File: src/design/grouped_decimal_formatter_assert.svh
// ----------------------------------------------------------------------------
// Assertion macros for the grouped decimal formatter.
// Each macro checks an implication on the rising edge of clk, with the
// check held off during reset.
// ----------------------------------------------------------------------------
`ifndef GROUPED_DECIMAL_FORMATTER_ASSERT_SVH
`define GROUPED_DECIMAL_FORMATTER_ASSERT_SVH

// The consequent must hold in the same cycle as the antecedent.
`define GDF_ASSERT_NOW(label, ante, cons) \
	label: assert property (@(posedge clk) disable iff (!arst_n) (ante) |-> (cons)) \
		else $error("grouped_decimal_formatter: same-cycle check failed");

// The consequent must hold in the cycle after the antecedent.
`define GDF_ASSERT_NEXT(label, ante, cons) \
	label: assert property (@(posedge clk) disable iff (!arst_n) (ante) |=> (cons)) \
		else $error("grouped_decimal_formatter: next-cycle check failed");

`endif

File: src/design/gdf_pkg.sv
// ----------------------------------------------------------------------------
// gdf_pkg
// Types and constants shared by the grouped decimal formatter modules.
// ----------------------------------------------------------------------------
package gdf_pkg;

	// Width of the binary input and of the packed decimal result.
	localparam int BIN_W  = 64;
	localparam int DIGITS = 20;
	localparam int BCD_W  = 4 * DIGITS;

	// Longest text the block can hold, and the counter that walks it.
	localparam int MAX_TEXT = 27;
	localparam int CNT_W    = $clog2(MAX_TEXT + 1);

	// Width of the count of significant digits still to emit.
	localparam int REM_W = $clog2(DIGITS + 1);

	// Character codes.
	localparam logic [7:0] ASCII_ZERO  = 8'h30;
	localparam logic [7:0] ASCII_MINUS = 8'h2D;
	localparam logic [7:0] GROUP_RESET = 8'h2C;

	// Status of the binary-to-decimal unit.
	typedef struct packed {
		logic busy;
		logic done;
	} gdf_conv_status_t;

endpackage

File: src/design/gdf_bcd_unit.sv
// ----------------------------------------------------------------------------
// gdf_bcd_unit
// Iterative binary-to-decimal converter: one shift-and-add-three step
// per cycle.
// ----------------------------------------------------------------------------
module gdf_bcd_unit
	import gdf_pkg::*;
(
	input  logic                   clk,
	input  logic                   arst_n,
	input  logic                   start,
	input  logic [BIN_W-1:0]       mag,
	output gdf_conv_status_t       status,
	output logic [BCD_W-1:0]       bcd
);

	localparam int STEP_W = $clog2(BIN_W);
	localparam logic [STEP_W-1:0] LAST_STEP = STEP_W'(BIN_W - 1);

	logic [BIN_W-1:0]  bin_q;
	logic [BCD_W-1:0]  bcd_q;
	logic [STEP_W-1:0] step_q;
	logic              busy_q;
	logic              done_q;
	logic [BCD_W-1:0]  adj;

	// Every digit of five or more gets three added before the shift.
	always_comb begin
		for (int d = 0; d < DIGITS; d++) begin
			if (bcd_q[4*d +: 4] >= 4'd5) begin
				adj[4*d +: 4] = bcd_q[4*d +: 4] + 4'd3;
			end else begin
				adj[4*d +: 4] = bcd_q[4*d +: 4];
			end
		end
	end

	// Control of the iteration.
	always_ff @(posedge clk or negedge arst_n) begin
		if (!arst_n) begin
			busy_q <= 1'b0;
			done_q <= 1'b0;
			step_q <= '0;
		end else begin
			done_q <= busy_q && !start && (step_q == LAST_STEP);
			if (start) begin
				busy_q <= 1'b1;
				step_q <= '0;
			end else if (busy_q) begin
				step_q <= step_q + 1'b1;
				if (step_q == LAST_STEP) begin
					busy_q <= 1'b0;
				end
			end
		end
	end

	// Data path: shift the binary word into the decimal register.
	always_ff @(posedge clk) begin
		if (start) begin
			bin_q <= mag;
			bcd_q <= '0;
		end else if (busy_q) begin
			bin_q <= {bin_q[BIN_W-2:0], 1'b0};
			bcd_q <= {adj[BCD_W-2:0], bin_q[BIN_W-1]};
		end
	end

	assign status = '{busy: busy_q, done: done_q};
	assign bcd    = bcd_q;

endmodule

File: src/design/grouped_decimal_formatter.sv
// ----------------------------------------------------------------------------
// grouped_decimal_formatter
// Formats a signed 64-bit integer as grouped ASCII decimal text.
// ----------------------------------------------------------------------------
// Usage:
//   A request on the slave stream (s_tdata = value) is taken when the block
//   is idle. The block then streams the decimal text on the master stream,
//   one byte per transfer, most significant digit first, with a leading
//   minus for negative values and cfg_wdata's separator before every third
//   digit from the right. m_tlast marks the final byte; the text is cut
//   to min(OUTPUT_LIMIT - 1, MAX_TEXT) bytes (at most 26 are ever produced).
//   Steps: the shift-and-add-three unit converts the magnitude, the result
//   is handed over, leading zero digits are stripped one per cycle (up to
//   19), normalisation is left, then the first byte is loaded. Bytes follow
//   one per cycle while m_tready is high.
//   s_tready is high only while the block is idle; a new value may be
//   taken while the last byte of the previous text is still waiting.
//   When the receiver stalls, the output register holds its byte and the
//   sequencer waits. Reset clears all control state and sets the
//   separator to a comma.
// ----------------------------------------------------------------------------
`include "grouped_decimal_formatter_assert.svh"

module grouped_decimal_formatter
	import gdf_pkg::*;
#(
	parameter int OUTPUT_LIMIT = 32
) (
	input  logic               clk,
	input  logic               arst_n,
	// Configuration: separator byte.
	input  logic               cfg_we,
	input  logic [7:0]         cfg_wdata,
	// Slave stream. s_tdata: [63:0] value.
	input  logic               s_tvalid,
	output logic               s_tready,
	input  logic [BIN_W-1:0]   s_tdata,
	// Master stream. m_tdata: [7:0] char_out. m_tlast: last.
	output logic               m_tvalid,
	input  logic               m_tready,
	output logic [7:0]         m_tdata,
	output logic               m_tlast
);

	localparam int CAP = ((OUTPUT_LIMIT - 1) > MAX_TEXT) ? MAX_TEXT : (OUTPUT_LIMIT - 1);
	localparam logic [CNT_W-1:0] LAST_IDX = CNT_W'(CAP - 1);

	typedef enum logic [1:0] {
		S_IDLE,
		S_CONV,
		S_NORM,
		S_EMIT
	} state_t;

	state_t            state_q;
	logic [7:0]        group_char_q;
	logic              sign_pending_q;
	logic              sep_done_q;
	logic              first_q;
	logic [BCD_W-1:0]  bcd_q;
	logic [REM_W-1:0]  rem_q;
	logic [1:0]        mod3_q;
	logic [CNT_W-1:0]  cnt_q;
	logic              m_tvalid_q;
	logic [7:0]        m_tdata_q;
	logic              m_tlast_q;

	logic              accept;
	logic [BIN_W-1:0]  mag;
	gdf_conv_status_t  conv_st;
	logic [BCD_W-1:0]  conv_bcd;

	logic              load;
	logic [7:0]        next_char;
	logic              next_digit;
	logic              next_last;
	logic [1:0]        mod3_dec;

	assign accept = s_tvalid && s_tready;

	// Magnitude in unsigned arithmetic, so the most negative value is exact.
	assign mag = s_tdata[BIN_W-1] ? (~s_tdata + 1'b1) : s_tdata;

	gdf_bcd_unit u_bcd (
		.clk    (clk),
		.arst_n (arst_n),
		.start  (accept),
		.mag    (mag),
		.status (conv_st),
		.bcd    (conv_bcd)
	);

	// Remaining digit count modulo three, counted down.
	assign mod3_dec = (mod3_q == 2'd0) ? 2'd2 : (mod3_q - 2'd1);

	// Choice of the next byte: sign, then separator, then digit.
	always_comb begin
		next_digit = 1'b0;
		if (sign_pending_q) begin
			next_char = ASCII_MINUS;
		end else if (!first_q && (mod3_q == 2'd0) && !sep_done_q) begin
			next_char = group_char_q;
		end else begin
			next_char  = ASCII_ZERO + {4'd0, bcd_q[BCD_W-1 -: 4]};
			next_digit = 1'b1;
		end
		next_last = (next_digit && (rem_q == REM_W'(1))) || (cnt_q == LAST_IDX);
	end

	assign load = (state_q == S_EMIT) && (!m_tvalid_q || m_tready);

	// Separator register.
	always_ff @(posedge clk or negedge arst_n) begin
		if (!arst_n) begin
			group_char_q <= GROUP_RESET;
		end else if (cfg_we) begin
			group_char_q <= cfg_wdata;
		end
	end

	// Sequencer with the output register.
	always_ff @(posedge clk or negedge arst_n) begin
		if (!arst_n) begin
			state_q        <= S_IDLE;
			sign_pending_q <= 1'b0;
			sep_done_q     <= 1'b0;
			first_q        <= 1'b0;
			rem_q          <= '0;
			mod3_q         <= '0;
			cnt_q          <= '0;
			m_tvalid_q     <= 1'b0;
			m_tdata_q      <= '0;
			m_tlast_q      <= 1'b0;
		end else begin
			// The output byte is valid from its load until the receiver takes it.
			if (load) begin
				m_tvalid_q <= 1'b1;
			end else if (m_tready) begin
				m_tvalid_q <= 1'b0;
			end
			unique case (state_q)
				S_IDLE: begin
					if (accept) begin
						sign_pending_q <= s_tdata[BIN_W-1];
						state_q        <= S_CONV;
					end
				end
				S_CONV: begin
					if (conv_st.done) begin
						rem_q      <= REM_W'(DIGITS);
						mod3_q     <= 2'(DIGITS % 3);
						first_q    <= 1'b1;
						sep_done_q <= 1'b0;
						cnt_q      <= '0;
						state_q    <= S_NORM;
					end
				end
				S_NORM: begin
					// Strip one leading zero digit per cycle, keeping at least one.
					if ((bcd_q[BCD_W-1 -: 4] == 4'd0) && (rem_q != REM_W'(1))) begin
						rem_q  <= rem_q - 1'b1;
						mod3_q <= mod3_dec;
					end else begin
						state_q <= S_EMIT;
					end
				end
				S_EMIT: begin
					if (load) begin
						m_tdata_q  <= next_char;
						m_tlast_q  <= next_last;
						cnt_q      <= cnt_q + 1'b1;
						if (sign_pending_q) begin
							sign_pending_q <= 1'b0;
						end else if (!next_digit) begin
							sep_done_q <= 1'b1;
						end else begin
							rem_q      <= rem_q - 1'b1;
							mod3_q     <= mod3_dec;
							first_q    <= 1'b0;
							sep_done_q <= 1'b0;
						end
						if (next_last) begin
							state_q <= S_IDLE;
						end
					end
				end
				default: begin
					state_q <= S_IDLE;
				end
			endcase
		end
	end

	// Decimal working register: loaded from the unit, shifted one digit at a time.
	always_ff @(posedge clk) begin
		if ((state_q == S_CONV) && conv_st.done) begin
			bcd_q <= conv_bcd;
		end else if ((state_q == S_NORM) && (bcd_q[BCD_W-1 -: 4] == 4'd0)
				&& (rem_q != REM_W'(1))) begin
			bcd_q <= {bcd_q[BCD_W-5:0], 4'd0};
		end else if (load && !sign_pending_q && next_digit) begin
			bcd_q <= {bcd_q[BCD_W-5:0], 4'd0};
		end
	end

	assign s_tready = (state_q == S_IDLE);
	assign m_tvalid = m_tvalid_q;
	assign m_tdata  = m_tdata_q;
	assign m_tlast  = m_tlast_q;

	// Checks on the sequencer and the conversion unit.
	`GDF_ASSERT_NEXT(a_accept_starts_unit, accept, conv_st.busy)
	`GDF_ASSERT_NOW(a_done_only_in_conv, conv_st.done, state_q == S_CONV)
	`GDF_ASSERT_NOW(a_emit_has_digits, state_q == S_EMIT, rem_q != '0)
	`GDF_ASSERT_NOW(a_count_within_cap, state_q == S_EMIT, cnt_q <= LAST_IDX)

endmodule

File: config.mk
export PLATFORM = sky130hd
export DESIGN_NAME = grouped_decimal_formatter
export DESIGN_NICKNAME = d
export VERILOG_FILES = /design/src/design/gdf_pkg.sv /design/src/design/gdf_bcd_unit.sv /design/src/design/grouped_decimal_formatter.sv
export VERILOG_INCLUDE_DIRS = /design/src /design/src/design
export SDC_FILE = /design/constraint.sdc
export NUM_CORES = 1
export LEC_CHECK = 0
export ABC_AREA = 1
export BUFFER_PORTS_ARGS = -buffer_cell sky130_fd_sc_hd__buf_2
export CAP_MARGIN = 20
export CORE_MARGIN = 8
export CORE_UTILIZATION = 45
export DETAILED_ROUTE_END_ITERATION = 12
export GPL_TIMING_DRIVEN = 0
export PLACE_DENSITY = 0.72
export SLEW_MARGIN = 10
export SYNTH_ARGS = -nofsm -noshare
export SYNTH_HDL_FRONTEND = slang
export SYNTH_HIERARCHICAL = 1
export SYNTH_SLANG_ARGS = --single-unit
File: constraint.sdc
create_clock -name clk -period 4.7 [get_ports clk]
set_clock_uncertainty 0.15 [all_clocks]
set_input_delay 0.47 -clock clk [delete_from_list [all_inputs] [get_ports clk]]
set_output_delay 0.47 -clock clk [all_outputs]
set_load 0.02 [all_outputs]
# Yosys cells after proc, flatten, opt, wreduce, memory -nomap -nowiden
# Index checks and enable logic that the tools add are counted.
[word_totals]
regBits = 267
inputBits = 77
latchBits = 0
wordCells = 186
memories = 0
output_inout_bits = 11
romBits = 0
ramBits = 0
[classes]
add_sub_neg = 26
n_eq_ne = 15
muxes = 71
div_mod_pow = 0
multipliers = 0
n_shift = 0
bitwise = 1
reduce_logical = 36
order_cmp = 20
[op_table]
columns = ["op", "count"]
rows = [
  ["80-bit 2-to-1 mux", 3],
  ["64-bit 2-to-1 mux", 3],
  ["4-bit by 3-bit >= comparator with 1-bit output, second input constant", 20],
  ["4-bit by 2-bit adder with 4-bit output, second input constant", 19],
  ["4-bit 2-to-1 mux", 19],
  ["64-bit by 1-bit adder with 64-bit output, second input constant", 1],
  ["64-bit NOT", 1],
  ["5-bit 2-to-1 mux", 7],
  ["2-bit 2-to-1 mux", 10],
  ["1-bit 2-to-1 mux", 17],
  ["8-bit 2-to-1 mux", 2],
  ["5-bit case mux with 3 select lines", 1],
  ["1-bit logical AND", 13],
  ["6-bit 2-to-1 mux", 2],
  ["2-bit inequality test, second input constant", 6],
  ["5-bit case mux with 2 select lines", 1],
  ["5-bit AND reduction", 2],
  ["2-bit case mux with 4 select lines", 1],
  ["2-bit nonzero test", 4],
  ["6-bit by 4-bit adder with 7-bit output, first input constant", 1],
  ["6-bit by 1-bit adder with 6-bit output, second input constant", 1],
  ["6-bit == test, second input constant", 1],
  ["1-bit case mux with 2 select lines", 3],
  ["2-bit case mux with 3 select lines", 1],
  ["other kinds (20)", 30],
]

# Depth between registers and ports, before layout
[logic_depth]
word_depth = 10
mapped_depth = 13
depth_no_buf = 13

# Cells and area by module
# The synthesis kept the hierarchy.
[modules_own_cells]
columns = ["mod", "n_inst", "cells_per_inst", "seq_area_each_um2", "area_each_um2"]
rows = [
  ["gdf_bcd_unit", 1, 1034, 3723.6, 7761.2],
  ["grouped_decimal_formatter", 1, 1050, 3281.9, 7467.2],
]

# Worst setup path after synthesis
# Ideal clock, no wire load.
[synth_timing]
path_type = "register -> register"
start = "register state_q[1]"
end = "register bcd_q[0] (enable)"
setup_ns = 0.998
t_required_ns = 3.552
path_stages_with_launch = 7
synth_period_minus_slack_ns = 4.242
setup_slack_ns = 0.458
n_path_buf = 2
arrival_ns = 3.094
cell_sequence = "dfrtp_1 inv_1 ha_1 nand2_1 clkbuf_1 clkbuf_1 nand3_1"
[synth_between]
elab_chain_cells = 5
word_cells_on_any_way = 10
cone_classes = "eq/ne: 3; reduce/logical: 7"
[synth_rtl]
columns = ["item", "line", "text"]
rows = [
  ["from (decl)", "grouped_decimal_formatter.sv:55", "state_t state_q;"],
  ["from (signal assigned)", "grouped_decimal_formatter.sv:124", "state_q <= S_IDLE;"],
  ["from (signal assigned)", "grouped_decimal_formatter.sv:145", "state_q <= S_CONV;"],
  ["from (signal assigned)", "grouped_decimal_formatter.sv:155", "state_q <= S_NORM;"],
  ["2-bit == test", "grouped_decimal_formatter.sv:110", "assign load = (state_q == S_EMIT) && (!m_tvalid_q || m_tready);"],
  ["1-bit logical AND", "grouped_decimal_formatter.sv:110", ""],
  ["1-bit logical AND (2 in series)", "grouped_decimal_formatter.sv:201", "end else if (load && !sign_pending_q && next_digit) begin"],
  ["3-bit nonzero test (no source line) (*)", "--", ""],
  ["to (signal assigned)", "grouped_decimal_formatter.sv:197", "bcd_q <= conv_bcd;"],
  ["to (signal assigned)", "grouped_decimal_formatter.sv:200", "bcd_q <= {bcd_q[BCD_W-5:0], 4'd0};"],
  ["to (signal assigned)", "grouped_decimal_formatter.sv:202", "bcd_q <= {bcd_q[BCD_W-5:0], 4'd0};"],
  ["to (decl)", "grouped_decimal_formatter.sv:60", "logic [BCD_W-1:0] bcd_q;"],
]
# Every way passes the cells marked *; elsewhere a longest branch is shown, timed or not.
# A chain may end at the register's enable or synchronous reset.

# Final worst setup path
[layout_timing]
start = "register state_q[1]"
end = "register bcd_q[27] (enable)"
# The elaborated chain is that of the path after synthesis.

==> impl_metrics.toml <==
[floorplan]
die_area_um2 = 40000
rows = 67
core_area_um2 = 33400
initial_core_util = 0.455
die_h_um = 200
io_pins = 88
die_w_um = 200

[logic_synthesis]
synth_area_um2 = 15200
yosysWarnings = 6
synth_cells = 2083
syn-num-nets = 2212
syn_area_per_cell_um2 = 7.31

[route]
wl_met3_um = 2180
drt-vias-per-instance = 5.07
ant_nets = 0
first_iter_violations = 860
dr_wl_met2_um = 18200
drc = 0
topRoutingLayerUsed = "met4"
wirelength_um = 38600
num_vias = 13600
wl_met1_um = 17300
firstDrtPassIters = 5
wl_per_cell_um = 14.4

[min_path]
hp-class = "input pin to flop"

[global_routing]
first_global_vias = 13000
antenna_found_initial = 0
gr-usage-all-layers = 0.194
grt_max_degree = 73
grt-ovfl-total = 0
grt_pass1_wl_um = 63800

[placement]
gp_congestion = 0.961
dpl.hpwl_um = 28200
dp_slack_ps = 1410
portBuffers = 86

[clock_network]
clockRootBuffer = "clkbuf_16"
cts_buffer_depth = 3
cts_resized = 0
cts_setup_buffers = 0
hold_buffers = 14
htree_levels = 1
cts.sinks = 267
cts_made_buffers = 30
clock_latency_ps = 580
cts_tree = "built"
path_clk_slew_ps = 60

[timing]
final_hold_viol_count = 0
setup_tns_ps = 0
rsz0062_at_grt = "no"
setup_slack_ps = 1440
worst_pin_slew_ps = 999
hold_ws_ps = 47.2
drv_slew = 0
setup_viol = 0
finalCritPeriodShare = 0.694
maxSlewHeadroom = 0.333
fin_crit_ps = 3260
max_clock_freq_ghz = 0.307

[critical_path]
crit_type = "flop to flop"
crit_path_end_kind = "flop"
cp_max_fo = 43
critPathLaunchType = "flop"
required_ps = 4850
critPathArrivalTime_ps = 3410

[final_layout]
drive_gt1_frac = 0.0987
syn2layout_area_growth_pct = 14.3
diodes = 0
fin_nets = 2345
n_fill_cell = 3178
post-route-util = 0.520

[pwr]
ir_drop_v = 0.000384
p_total_mw = 9.12
p_leak_nw = 8.36
power_density_nw_per_um2 = 524

[outcome]
status = "complete, no violations"

[flow_run]
max-cap-violations = 0
==> routing by layer <==
layer | up-vias | global-route usage
met1 | 6247 | 0.253
met2 | 428 | 0.334
li1 | 6878 | -
met3 | 72 | 0.0297
met4 | 0 | 0.0540
met5 | - | 0
==> stage by stage <==
stage,cell area [um2],cells
2_1_floorplan,15200,2083
3_3_place_gp,16200,2617
3_5_place_dp,16200,2618
4_1_cts,17400,2688
5_1_grt,17400,2688
6_report,17400,2688
==> sequential cells by signal (all words and copies together) (netlist names), 2 cells and up <==
| signal | flops |
|---|---|
| bcd_q | 80 |
| u_bcd/bcd | 80 |
| u_bcd/bin_q | 64 |
| group_char_q | 8 |
| m_tdata | 8 |
| u_bcd/step_q | 6 |
| cnt_q | 5 |
| rem_q | 5 |
| mod3_q | 2 |
| state_q | 2 |
==> final timing paths <==
path,startpoint,endpoint,slack [ps],cells after the start
min in group asynchronous,arst_n,group_char_q[1],440,2
hold / removal,s_tdata[0],u_bcd/bin_q[0],50,3
setup / recovery,state_q[1],bcd_q[27],1440,7
hold reg to reg,u_bcd/bcd[41],u_bcd/bcd[41],320,2
setup reg to reg,state_q[1],bcd_q[27],1440,7
max in group asynchronous,arst_n,u_bcd/step_q[4],3370,2
==> critical path, stage by stage, from the launching register on <==
cell and delay [ps]:
dfrtp_1 400, inv_1 90, ha_1 210, nand2_1 80
clkbuf_1 560, clkbuf_1 510, nand3_4 560, buf_12 390
==> power breakdown <==
part | total, mW | switching (mW) | internal, mW
clock network | 2.38 | 0.971 | 1.41
registers | 3.85 | 0.462 | 3.38
logic | 2.89 | 1.86 | 1.03
total | 9.12 | 3.30 | 5.82
==> cell usage in the layout, fill, tap and decap left out, types with 24 or more instances in the layout <==
| cell type | instances |
|---|---|
| buf_2 | 109 |
| clkbuf_1 | 24 |
| clkbuf_16 | 30 |
| dfrtp_1 | 40 |
| dfxtp_1 | 80 |
| edfxtp_1 | 144 |
| ha_1 | 52 |
| inv_1 | 164 |
| nand2_1 | 986 |
| nand3_1 | 183 |
| nor2_1 | 161 |
| o21ai_0 | 57 |
==> cell type report <==
type	instances	area (um2)	share of cell area
plain buffers	62	310	0.0178
well taps	448	561	0.0322
flip-flops and latches	267	7010	0.403
inverters	169	637	0.0366
clock buffers	41	832	0.0478
clock inverters	15	181	0.0104
repair buffers	101	591	0.0339
multi-input cells	1585	7280	0.418
(Power assumes the default switching activity.)
